## config.mk

```make
export PLATFORM = sky130hd
export DESIGN_NAME = selective_repeat_receive_window
export DESIGN_NICKNAME = d
export VERILOG_FILES = /design/src/rtl/core/srw_pkg.sv /design/src/rtl/core/srw_front.sv /design/src/rtl/core/srw_cmd_queue.sv /design/src/rtl/core/srw_back.sv /design/src/rtl/core/selective_repeat_receive_window.sv
export SDC_FILE = /design/constraint.sdc
export NUM_CORES = 1
export LEC_CHECK = 0
export BUFFER_PORTS_ARGS = -buffer_cell sky130_fd_sc_hd__buf_2
export CAP_MARGIN = 0
export CORE_MARGIN = 1.5
export CORE_UTILIZATION = 35
export CTS_BUF_LIST = sky130_fd_sc_hd__clkbuf_8
export DETAILED_ROUTE_END_ITERATION = 10
export SLEW_MARGIN = 10
export SYNTH_ARGS = -nofsm -noshare
export SYNTH_HDL_FRONTEND = slang
export SYNTH_SLANG_ARGS = --single-unit
```

## constraint.sdc

```tcl
create_clock -name clock -period 14.3 [get_ports clock]
set_clock_uncertainty 0.05 [all_clocks]
set_input_delay 0.715 -clock clock [delete_from_list [all_inputs] [get_ports clock]]
set_output_delay 0.715 -clock clock [all_outputs]
set_load 0.005 [all_outputs]
```

## src/rtl/core/srw_pkg.sv

```systemverilog
// Shared types and constants of the selective-repeat receive window.
// Used by every module under rtl/core; depends on nothing.
package srw_pkg;

   localparam int WINDOW_MAX_DEF  = 8;
   localparam int MAX_PAYLOAD_DEF = 1024;

   localparam int SEQ_W   = 31;
   localparam int LEN_W   = 11;
   localparam int REF_W   = 32;
   localparam int KIND_W  = 3;
   localparam int WSIZE_W = 4;
   localparam int CNT_W   = 16;

   // stream payload layout, lowest bit first
   localparam int SEQ_LO  = 0;
   localparam int LEN_LO  = SEQ_LO + SEQ_W;
   localparam int REF_LO  = LEN_LO + LEN_W;
   localparam int TDATA_W = ((REF_LO + REF_W + 7) / 8) * 8;

   localparam int CSR_ADDR_W = 3;
   localparam int CSR_DATA_W = 32;

   localparam logic [WSIZE_W-1:0] WINDOW_SIZE_RST  = WSIZE_W'(8);
   localparam logic [CNT_W-1:0]   BUFFER_LIMIT_RST = CNT_W'(256);
   localparam logic [SEQ_W-1:0]   WINDOW_START_RST = SEQ_W'(1);

   localparam int CMD_QUEUE_DEPTH = 2;

   typedef enum logic {
      CSR_WINDOW_SIZE  = 1'b0,
      CSR_BUFFER_LIMIT = 1'b1
   } csr_reg_type;

   typedef enum logic [KIND_W-1:0] {
      KIND_ACK     = 3'd0,
      KIND_NACK    = 3'd1,
      KIND_DELIVER = 3'd2,
      KIND_FLUSH   = 3'd3,
      KIND_END     = 3'd4
   } kind_type;

   typedef enum logic [1:0] {
      OP_NACK = 2'd0,
      OP_END  = 2'd1,
      OP_DATA = 2'd2
   } op_type;

   typedef struct packed {
      op_type            op;
      logic [SEQ_W-1:0]  seq;
      logic [LEN_W-1:0]  len;
      logic [REF_W-1:0]  handle;
   } cmd_type;

   typedef struct packed {
      logic [WSIZE_W-1:0] window_size;
      logic [CNT_W-1:0]   buffer_limit;
   } cfg_type;

   typedef struct packed {
      kind_type          kind;
      logic [SEQ_W-1:0]  seq;
      logic [LEN_W-1:0]  len;
      logic [REF_W-1:0]  handle;
      logic              last;
   } rsp_type;

endpackage

```

## src/rtl/core/srw_front.sv

```systemverilog
// Front end: accepts packet beats, sorts them into commands, drops beats after end of transfer.
// Depends on srw_pkg.
module srw_front
   import srw_pkg::*;
#(
   parameter int MAX_PAYLOAD = MAX_PAYLOAD_DEF
) (
   input  logic             clock,
   input  logic             reset,
   input  logic             req_valid,
   output logic             req_ready,
   input  logic             req_ok,
   input  logic [SEQ_W-1:0] req_seq,
   input  logic [LEN_W-1:0] req_len,
   input  logic [REF_W-1:0] req_handle,
   input  logic             queue_full,
   output logic             push,
   output cmd_type          push_cmd
);

   logic done_ff;
   logic done_in;
   logic accept;

   assign req_ready = !queue_full;
   assign accept    = req_valid && req_ready;
   assign push      = accept && !done_ff;

   always_comb begin
      push_cmd.seq    = req_seq;
      push_cmd.handle = req_handle;
      push_cmd.len    = req_len;
      // clamp overlong payloads
      if (32'(req_len) > 32'(MAX_PAYLOAD)) begin
         push_cmd.len = LEN_W'(MAX_PAYLOAD);
      end
      priority if (!req_ok) begin
         push_cmd.op = OP_NACK;
      end else if (req_len == '0) begin
         push_cmd.op = OP_END;
      end else begin
         push_cmd.op = OP_DATA;
      end
   end

   // once the end packet is queued, drop every later beat
   assign done_in = done_ff || (push && push_cmd.op == OP_END);

   always_ff @(posedge clock) begin
      if (reset) begin
         done_ff <= 1'b0;
      end else begin
         done_ff <= done_in;
      end
   end

endmodule

```

## src/rtl/core/srw_cmd_queue.sv

```systemverilog
// Short command queue between front end and back end.
// Depends on srw_pkg.
module srw_cmd_queue
   import srw_pkg::*;
(
   input  logic    clock,
   input  logic    reset,
   input  logic    push,
   input  cmd_type push_cmd,
   input  logic    pop,
   output logic    full,
   output logic    not_empty,
   output cmd_type head
);

   localparam int PtrW = $clog2(CMD_QUEUE_DEPTH);
   localparam int CntW = $clog2(CMD_QUEUE_DEPTH + 1);

   cmd_type           entry_ff [CMD_QUEUE_DEPTH];
   logic [PtrW-1:0]   wr_ptr_ff, wr_ptr_in;
   logic [PtrW-1:0]   rd_ptr_ff, rd_ptr_in;
   logic [CntW-1:0]   count_ff, count_in;

   assign full      = (32'(count_ff) == CMD_QUEUE_DEPTH);
   assign not_empty = (count_ff != '0);
   assign head      = entry_ff[rd_ptr_ff];

   always_comb begin
      wr_ptr_in = wr_ptr_ff;
      rd_ptr_in = rd_ptr_ff;
      count_in  = count_ff;
      if (push) begin
         wr_ptr_in = (32'(wr_ptr_ff) == CMD_QUEUE_DEPTH - 1) ? '0 : wr_ptr_ff + 1'b1;
      end
      if (pop) begin
         rd_ptr_in = (32'(rd_ptr_ff) == CMD_QUEUE_DEPTH - 1) ? '0 : rd_ptr_ff + 1'b1;
      end
      if (push && !pop) begin
         count_in = count_ff + 1'b1;
      end else if (pop && !push) begin
         count_in = count_ff - 1'b1;
      end
   end

   always_ff @(posedge clock) begin
      if (reset) begin
         wr_ptr_ff <= '0;
         rd_ptr_ff <= '0;
         count_ff  <= '0;
      end else begin
         wr_ptr_ff <= wr_ptr_in;
         rd_ptr_ff <= rd_ptr_in;
         count_ff  <= count_in;
      end
   end

   always_ff @(posedge clock) begin
      if (push) begin
         entry_ff[wr_ptr_ff] <= push_cmd;
      end
   end

endmodule

```

## src/rtl/core/srw_back.sv

```systemverilog
// Back end: window slots, in-order delivery, flush counting and the result register.
// Depends on srw_pkg.
module srw_back
   import srw_pkg::*;
#(
   parameter int WINDOW_MAX = WINDOW_MAX_DEF
) (
   input  logic    clock,
   input  logic    reset,
   input  cfg_type cfg,
   input  logic    cmd_valid,
   input  cmd_type cmd,
   output logic    cmd_pop,
   output logic    rsp_valid,
   input  logic    rsp_ready,
   output rsp_type rsp
);

   localparam int IdxW  = $clog2(WINDOW_MAX);
   localparam int SizeW = $clog2(WINDOW_MAX + 1);

   typedef enum logic [5:0] {
      ST_IDLE      = 6'b000001,
      ST_HEAD      = 6'b000010,
      ST_DELIV     = 6'b000100,
      ST_FLUSH     = 6'b001000,
      ST_END_FLUSH = 6'b010000,
      ST_END_MARK  = 6'b100000
   } state_type;

   state_type         state_ff, state_in;
   cmd_type           cur_ff, cur_in;
   logic [SEQ_W-1:0]  start_ff, start_in;
   logic [CNT_W-1:0]  count_ff, count_in;
   logic              filled_ff [WINDOW_MAX];
   logic              filled_in [WINDOW_MAX];
   logic [LEN_W-1:0]  len_ff    [WINDOW_MAX];
   logic [LEN_W-1:0]  len_in    [WINDOW_MAX];
   logic [REF_W-1:0]  handle_ff [WINDOW_MAX];
   logic [REF_W-1:0]  handle_in [WINDOW_MAX];
   logic              rsp_valid_ff, rsp_valid_in;
   rsp_type           rsp_ff, rsp_in;

   logic [SizeW-1:0]  live_size;
   logic [CNT_W-1:0]  live_limit;
   logic [SEQ_W:0]    win_end;
   logic              in_win;
   logic              at_or_above;
   logic [SEQ_W-1:0]  offset;
   logic [IdxW-1:0]   idx;
   logic              flush_due;
   logic              deliver_go;
   logic [CNT_W:0]    count_inc;
   logic              more;
   logic              flush_after;
   logic              out_free;

   assign out_free = !rsp_valid_ff || rsp_ready;

   always_comb begin
      if (cfg.window_size == '0) begin
         live_size = SizeW'(1);
      end else if (32'(cfg.window_size) > WINDOW_MAX) begin
         live_size = SizeW'(WINDOW_MAX);
      end else begin
         live_size = SizeW'(cfg.window_size);
      end
   end

   assign live_limit  = (cfg.buffer_limit == '0) ? CNT_W'(1) : cfg.buffer_limit;
   assign win_end     = {1'b0, start_ff} + (SEQ_W + 1)'(live_size);
   assign in_win      = {1'b0, cur_ff.seq} < win_end;
   assign at_or_above = cur_ff.seq >= start_ff;
   assign offset      = cur_ff.seq - start_ff;
   assign idx         = offset[IdxW-1:0];
   assign flush_due   = count_ff >= live_limit;
   // slot 0 counts as filled when this packet lands in it
   assign deliver_go  = at_or_above && (filled_ff[0] || idx == '0) && !flush_due;
   assign count_inc   = {1'b0, count_ff} + 1'b1;
   assign more        = filled_ff[1] && (count_inc < {1'b0, live_limit});
   assign flush_after = count_inc >= {1'b0, live_limit};

   always_comb begin
      state_in     = state_ff;
      cur_in       = cur_ff;
      start_in     = start_ff;
      count_in     = count_ff;
      filled_in    = filled_ff;
      len_in       = len_ff;
      handle_in    = handle_ff;
      cmd_pop      = 1'b0;
      rsp_in       = rsp_ff;
      rsp_valid_in = rsp_valid_ff && !rsp_ready;

      unique case (state_ff)
         ST_IDLE: begin
            if (cmd_valid) begin
               cmd_pop  = 1'b1;
               cur_in   = cmd;
               state_in = ST_HEAD;
            end
         end
         ST_HEAD: begin
            unique case (cur_ff.op)
               OP_NACK: begin
                  if (out_free) begin
                     rsp_valid_in = 1'b1;
                     rsp_in       = '{KIND_NACK, cur_ff.seq, '0, '0, !flush_due};
                     state_in     = flush_due ? ST_FLUSH : ST_IDLE;
                  end
               end
               OP_END: begin
                  if (out_free) begin
                     rsp_valid_in = 1'b1;
                     rsp_in       = '{KIND_ACK, '0, '0, '0, 1'b0};
                     state_in     = ST_END_FLUSH;
                  end
               end
               OP_DATA: begin
                  if (!in_win) begin
                     // beyond the window: silent unless a flush is owed
                     state_in = flush_due ? ST_FLUSH : ST_IDLE;
                  end else if (out_free) begin
                     rsp_valid_in = 1'b1;
                     rsp_in       = '{KIND_ACK, cur_ff.seq, '0, '0,
                                      !deliver_go && !flush_due};
                     if (at_or_above) begin
                        filled_in[idx] = 1'b1;
                        len_in[idx]    = cur_ff.len;
                        handle_in[idx] = cur_ff.handle;
                     end
                     if (deliver_go) begin
                        state_in = ST_DELIV;
                     end else begin
                        state_in = flush_due ? ST_FLUSH : ST_IDLE;
                     end
                  end
               end
               default: begin
                  state_in = ST_IDLE;
               end
            endcase
         end
         ST_DELIV: begin
            if (out_free) begin
               rsp_valid_in = 1'b1;
               rsp_in       = '{KIND_DELIVER, start_ff, len_ff[0], handle_ff[0],
                                !more && !flush_after};
               count_in     = CNT_W'(count_inc);
               start_in     = start_ff + 1'b1;
               // slide every slot down by one
               for (int i = 0; i < WINDOW_MAX - 1; i++) begin
                  filled_in[i] = filled_ff[i + 1];
                  len_in[i]    = len_ff[i + 1];
                  handle_in[i] = handle_ff[i + 1];
               end
               filled_in[WINDOW_MAX - 1] = 1'b0;
               if (more) begin
                  state_in = ST_DELIV;
               end else begin
                  state_in = flush_after ? ST_FLUSH : ST_IDLE;
               end
            end
         end
         ST_FLUSH: begin
            if (out_free) begin
               rsp_valid_in = 1'b1;
               rsp_in       = '{KIND_FLUSH, '0, '0, '0, 1'b1};
               count_in     = '0;
               state_in     = ST_IDLE;
            end
         end
         ST_END_FLUSH: begin
            if (out_free) begin
               rsp_valid_in = 1'b1;
               rsp_in       = '{KIND_FLUSH, '0, '0, '0, 1'b0};
               count_in     = '0;
               state_in     = ST_END_MARK;
            end
         end
         ST_END_MARK: begin
            if (out_free) begin
               rsp_valid_in = 1'b1;
               rsp_in       = '{KIND_END, '0, '0, '0, 1'b1};
               state_in     = ST_IDLE;
            end
         end
         default: begin
            state_in = ST_IDLE;
         end
      endcase
   end

   always_ff @(posedge clock) begin
      if (reset) begin
         state_ff     <= ST_IDLE;
         start_ff     <= WINDOW_START_RST;
         count_ff     <= '0;
         rsp_valid_ff <= 1'b0;
         for (int i = 0; i < WINDOW_MAX; i++) begin
            filled_ff[i] <= 1'b0;
         end
      end else begin
         state_ff     <= state_in;
         start_ff     <= start_in;
         count_ff     <= count_in;
         rsp_valid_ff <= rsp_valid_in;
         filled_ff    <= filled_in;
      end
   end

   always_ff @(posedge clock) begin
      cur_ff    <= cur_in;
      rsp_ff    <= rsp_in;
      len_ff    <= len_in;
      handle_ff <= handle_in;
   end

   assign rsp_valid = rsp_valid_ff;
   assign rsp       = rsp_ff;

endmodule

```

## src/rtl/core/selective_repeat_receive_window.sv

```systemverilog
// Top level of the selective-repeat receive window: register port, front end, queue, back end.
// Depends on srw_pkg, srw_front, srw_cmd_queue and srw_back.
//
//   Channel  Direction  Beat carries
//   req_*    in         tuser: checksum_ok; tdata: seq_num, payload_len, payload_ref
//   rsp_*    out        tuser: kind; tdata: seq_out, len_out, ref_out; tlast: last
//   csr_*    in/out     window_size at 0x0, buffer_limit at 0x4
//
// A packet is picked up from the queue and then handled in the head step, where it is
// acknowledged, NACKed or stored; any deliveries follow, then a flush marker if one is owed,
// and an end packet gives three results. The back end emits one result per cycle into the
// output register while rsp_tready does not stall it.
// Reset is synchronous: window start 1, all slots empty, count zero, window_size 8,
// buffer_limit 256. The two-entry queue lets the front keep taking beats while the back
// waits on rsp_tready; a stalled result holds in the output register.
module selective_repeat_receive_window
   import srw_pkg::*;
#(
   parameter int WINDOW_MAX  = WINDOW_MAX_DEF,
   parameter int MAX_PAYLOAD = MAX_PAYLOAD_DEF
) (
   input  logic                  clock,
   input  logic                  reset,

   input  logic                  req_tvalid,
   output logic                  req_tready,
   input  logic [TDATA_W-1:0]    req_tdata,   // seq_num, payload_len, payload_ref, zero pad
   input  logic                  req_tuser,   // checksum_ok

   output logic                  rsp_tvalid,
   input  logic                  rsp_tready,
   output logic [TDATA_W-1:0]    rsp_tdata,   // seq_out, len_out, ref_out, zero pad
   output logic [KIND_W-1:0]     rsp_tuser,   // kind
   output logic                  rsp_tlast,

   input  logic                  csr_psel,
   input  logic                  csr_penable,
   input  logic                  csr_pwrite,
   input  logic [CSR_ADDR_W-1:0] csr_paddr,
   input  logic [CSR_DATA_W-1:0] csr_pwdata,
   output logic [CSR_DATA_W-1:0] csr_prdata,
   output logic                  csr_pready
);

   logic [WSIZE_W-1:0] window_size_ff;
   logic [CNT_W-1:0]   buffer_limit_ff;
   logic               csr_write;
   csr_reg_type        csr_reg;

   logic               push;
   cmd_type            push_cmd;
   logic               queue_full;
   logic               queue_not_empty;
   cmd_type            queue_head;
   logic               cmd_pop;
   cfg_type            cfg;
   rsp_type            rsp;

   // ---- register port: always ready, write on the access cycle
   assign csr_pready = 1'b1;
   assign csr_write  = csr_psel && csr_penable && csr_pwrite && csr_pready;
   assign csr_reg    = csr_reg_type'(csr_paddr[2]);

   always_ff @(posedge clock) begin
      if (reset) begin
         window_size_ff  <= WINDOW_SIZE_RST;
         buffer_limit_ff <= BUFFER_LIMIT_RST;
      end else if (csr_write) begin
         unique case (csr_reg)
            CSR_WINDOW_SIZE:  window_size_ff  <= csr_pwdata[WSIZE_W-1:0];
            CSR_BUFFER_LIMIT: buffer_limit_ff <= csr_pwdata[CNT_W-1:0];
            default: ;
         endcase
      end
   end

   always_comb begin
      unique case (csr_reg)
         CSR_WINDOW_SIZE:  csr_prdata = CSR_DATA_W'(window_size_ff);
         CSR_BUFFER_LIMIT: csr_prdata = CSR_DATA_W'(buffer_limit_ff);
         default:          csr_prdata = '0;
      endcase
   end

   assign cfg = '{window_size: window_size_ff, buffer_limit: buffer_limit_ff};

   // ---- front end: classify beats, drop everything after the end packet
   srw_front #(
      .MAX_PAYLOAD (MAX_PAYLOAD)
   ) u_front (
      .clock      (clock),
      .reset      (reset),
      .req_valid  (req_tvalid),
      .req_ready  (req_tready),
      .req_ok     (req_tuser),
      .req_seq    (req_tdata[SEQ_LO +: SEQ_W]),
      .req_len    (req_tdata[LEN_LO +: LEN_W]),
      .req_handle (req_tdata[REF_LO +: REF_W]),
      .queue_full (queue_full),
      .push       (push),
      .push_cmd   (push_cmd)
   );

   // ---- decoupling queue
   srw_cmd_queue u_queue (
      .clock     (clock),
      .reset     (reset),
      .push      (push),
      .push_cmd  (push_cmd),
      .pop       (cmd_pop),
      .full      (queue_full),
      .not_empty (queue_not_empty),
      .head      (queue_head)
   );

   // ---- back end: window, delivery and result register
   srw_back #(
      .WINDOW_MAX (WINDOW_MAX)
   ) u_back (
      .clock     (clock),
      .reset     (reset),
      .cfg       (cfg),
      .cmd_valid (queue_not_empty),
      .cmd       (queue_head),
      .cmd_pop   (cmd_pop),
      .rsp_valid (rsp_tvalid),
      .rsp_ready (rsp_tready),
      .rsp       (rsp)
   );

   // ---- pack the result beat
   always_comb begin
      rsp_tdata                    = '0;
      rsp_tdata[SEQ_LO +: SEQ_W]   = rsp.seq;
      rsp_tdata[LEN_LO +: LEN_W]   = rsp.len;
      rsp_tdata[REF_LO +: REF_W]   = rsp.handle;
   end

   assign rsp_tuser = rsp.kind;
   assign rsp_tlast = rsp.last;

endmodule
```

==> results.json <==
{
  "outcome": "finished, final reports clean",
  "powerDensity_nw_per_um2": 158.8,
  "worstHoldStart": "req_tdata[26]",
  "vias": 21080,
  "synthAdderAreaFrac_pct": 4.083,
  "tritoncts": "yes",
  "period_share_pct": 54.33,
  "dieHeight_um": 310.8,
  "cts.clk_slew.worst_paths_ns": 0.06,
  "ys_types": 68,
  "vias_per_cell": 5.077,
  "required_ns": 14.68,
  "synth-compound-area-share_pct": 11.57,
  "reg2regPathDepth": 23,
  "synth_edf_count": 650,
  "core_sq_um": 93610,
  "pin_count": 242,
  "synthArstFlopShare_pct": 0,
  "synth_xor_area_share_pct": 1.928,
  "holdPathEnd": "u_queue.entry_ff[0][69]$_DFFE_PP_",
  "ys_seq_elements": 737,
  "die_x_um": 310.8,
  "hold_depth": 1,
  "synth.most_common_cell": "edfxtp_1",
  "drt-total-wl_um": 73220,
  "rsz0062_at_grt": "no",
  "nets": 3028,
  "hold_class": "primary input to flip-flop",
  "cts_hold_buf": 0,
  "synth_top_family_by_area": "compound AO/OA/AOI/OAI gates",
  "clkLatencyLatePin_ns": 0.74,
  "worstMarginPinSlew_ns": 1.172,
  "fin_setup_tns_ns": 0,
  "numCtsBuffers": 115,
  "synth_area_leaders": "edfxtp_1, o41ai_1, dfxtp_1, nand2_1, ha_1",
  "dp_hpwl_um": 48190,
  "drt-pass1-iter-count": 5,
  "worstPathMaxFanout": 92,
  "clkPwrFrac_pct": 27.4,
  "slew_headroom_pct": 21.66,
  "post_cts_resized": 0,
  "synth-simple-area-share_pct": 11.55,
  "drv_slew": 0,
  "cp-start-kind": "flip-flop",
  "setup-violations-final": 0,
  "yosysWarnings": 0,
  "max_cap_violations": 0,
  "yosys.area.top_type_share_pct": 58.86,
  "ys_seq_area_share_pct": 64.12,
  "hold_viol_final": 0,
  "drive_above_1_share_pct": 16.64,
  "p_leak_nw": 12.96,
  "end_kind": "flip-flop",
  "ant_nets": 0,
  "row_count": 112,
  "p_sw_share_pct": 35.44,
  "p_int_mw": 3.823,
  "arrival_ns": 8.15,
  "clock_sinks": 737,
  "layout_min_cycle_time_ns": 7.770,
  "p_sw_mw": 2.099,
  "yosysTopAreaCell": "edfxtp_1",
  "antenna_found_initial": 18,
  "grt-ovfl-total": 0,
  "grt_start_max_net_pins": 123,
  "grtUsageTotal_pct": 14.72,
  "pwr-share-comb_pct": 25.4,
  "cts-root-buf": "clkbuf_8",
  "timing.rr.start": "window_size_ff[1]$_SDFFE_PP0P_",
  "grt_pass1_vias": 20050,
  "drt_iter0_drc": 1488,
  "synth_common_cells": "edfxtp_1, nand2_1, o41ai_1",
  "wire_per_inst_um": 17.64,
  "grt_pass1_wl_um": 115400,
  "syn_area_per_cell_sq_um": 12.54,
  "post_cts_buffers": 0,
  "drc": 0,
  "syn_inst": 2644,
  "clk_path_buf_depth": 3,
  "final_util_pct": 39.83,
  "fmax_mhz": 128.7,
  "syn_to_final_growth_pct": 12.44,
  "ir_drop_uv": 181.3,
  "muxShareOfSynthArea_pct": 2.838,
  "regToRegSetupSlack_ns": 6.53,
  "ys.flop_type": "edfxtp_1",
  "h-tree-depth": 3,
  "syn_area_sq_um": 33160,
  "pwr-share-seq_pct": 47.2,
  "start_util_pct": 35.42,
  "io_buffers": 194,
  "dieArea_sq_um": 96600,
  "path_class": "flip-flop to flip-flop",
  "gp_congestion": 0.8411,
  "reg2reg_to": "u_back.handle_ff[54]$_DFFE_PP_"
}
==> cells in the final DEF (no fill, tap or decap), types with 5 or more instances in the layout <==
| cell | n |
|---|---|
| nor3_1 | 28 |
| a21o_1 | 8 |
| mux2_2 | 80 |
| inv_1 | 113 |
| nor2_4 | 8 |
| clkbuf_8 | 120 |
| o21ai_0 | 125 |
| ha_1 | 104 |
| a31oi_1 | 6 |
| clkinv_2 | 10 |
| buf_4 | 28 |
| or3_1 | 18 |
| edfxtp_1 | 650 |
| diode_2 | 6 |
| xnor2_1 | 56 |
| dfxtp_1 | 86 |
| and3_1 | 53 |
| nor4_1 | 20 |
| nor4b_1 | 7 |
| nor2_1 | 94 |
| o21a_1 | 6 |
| buf_2 | 194 |
| clkinv_1 | 26 |
| nor3b_1 | 9 |
| o41ai_1 | 259 |
| a21oi_1 | 73 |
| a211oi_1 | 10 |
| or4_1 | 5 |
| and4_1 | 5 |
| a22oi_1 | 6 |
| nand4_1 | 22 |
| conb_1 | 23 |
| nor2b_1 | 15 |
| nand2_1 | 463 |
| nand2b_1 | 10 |
| xor2_1 | 15 |
| nand3_1 | 35 |
| and2_1 | 18 |
==> worst max-delay path by stage <==
stage / end / from / cells past startpoint / slack (ns)
6_report: u_back.handle_ff[54]$_DFFE_PP_ / window_size_ff[1]$_SDFFE_PP0P_ / 23 / 6.53
5_1_grt: u_back.handle_ff[95]$_DFFE_PP_ / window_size_ff[1]$_SDFFE_PP0P_ / 23 / 5.91
4_1_cts: u_back.handle_ff[55]$_DFFE_PP_ / window_size_ff[1]$_SDFFE_PP0P_ / 23 / 6.58
3_5_place_dp: u_back.handle_ff[54]$_DFFE_PP_ / window_size_ff[1]$_SDFFE_PP0P_ / 23 / 6.63
3_3_place_gp: u_back.handle_ff[80]$_DFFE_PP_ / window_size_ff[3]$_SDFFE_PP1P_ / 20 / 6.61
2_1_floorplan: u_back.handle_ff[0]$_DFFE_PP_ / window_size_ff[3]$_SDFFE_PP1P_ / 19 / 5.48
==> power by group through the flow <==
stage          clock network [mW]  logic, mW  registers [mW]
2_1_floorplan                   0       1.13            2.80
3_3_place_gp                    0       1.50            2.83
4_1_cts                      1.68       1.51            2.79
5_1_grt                      1.77       1.67            2.82
6_report                     1.62       1.51            2.79
3_5_place_dp                    0       1.51            2.84
==> worst max-delay path, stage by stage (launching register included) <==
cell      delay, ns
dfxtp_1        0.38
nor2_1         0.12
nor2_1         0.08
nor2_1         0.11
ha_1           0.19
inv_1          0.06
fa_1           0.41
nor2b_1        0.13
o21ai_0        0.11
a21o_1         0.29
nor3_1         0.60
nand2_1        0.18
xnor2_1        0.17
ha_1           0.28
nand4_1        0.16
nor4_1         0.46
nand2_1        0.17
a311oi_1       0.54
a211oi_2       0.05
buf_4          0.23
nand3_4        0.69
buf_4          0.87
buf_4          0.78
o41ai_1        0.21
==> state kept, by name, summed over array words and instances, names as in the netlist <==
name,count
u_queue.wr_ptr_ff,1
u_back.start_ff,31
u_back.cur_ff,76
u_back.filled_ff,8
window_size_ff,4
buffer_limit_ff,16
u_back.handle_ff,256
u_back.state_ff,6
u_front.done_ff,1
u_queue.count_ff,2
u_queue.entry_ff,152
u_back.count_ff,16
u_back.len_ff,88
u_queue.rd_ptr_ff,1
u_back.rsp,78
u_back.rsp_valid,1
==> per-stage QoR <==
step | total power, mW | area (sq um) | cells | hold WS (ns) | worst slack, ns
after floorplan | 3.925 | 33240 | 2665 | 0.3768 | 5.480
after global placement | 4.326 | 35110 | 3932 | 0.3811 | 6.614
after detailed placement | 4.345 | 35110 | 3932 | 0.3848 | 6.627
after CTS | 5.984 | 37200 | 4142 | 0.03529 | 6.577
after global routing | 6.252 | 37280 | 4150 | 0.06024 | 5.906
final | 5.921 | 37290 | 4151 | 0.1142 | 6.530
==> kinds of logic after synthesis <==
| kind of cell | count (synthesis) |
|---|---|
| AO/OA/AOI/OAI | 530 |
| XOR/XNOR | 73 |
| adder cells (fa/ha/maj) | 107 |
| buffers and inverters | 277 |
| flip-flops | 737 |
| multiplexers | 84 |
| other | 2 |
| AND/OR/NAND/NOR | 834 |
==> metal layers <==
metal / GRT usage (%) / up-vias / share of wire [%]
li1: - / 10370 / -
met1: 21.93 / 9961 / 49
met2: 21.20 / 603 / 43
met3: 3.059 / 126 / 5.9
met4: 4.856 / 20 / 2.1
met5: 0 / - / 0.17
==> layout make-up <==
type	instances	area (sq um)
fillers	9035	56320
flip-flops and latches	737	21260
multi-input cells	1651	10840
clock buffers	120	1652
well taps	1254	1569
repair buffers	225	1249
clock inverters	90	444.2
inverters	68	255.2
diodes	6	15.01
(Power assumes the default switching activity.)
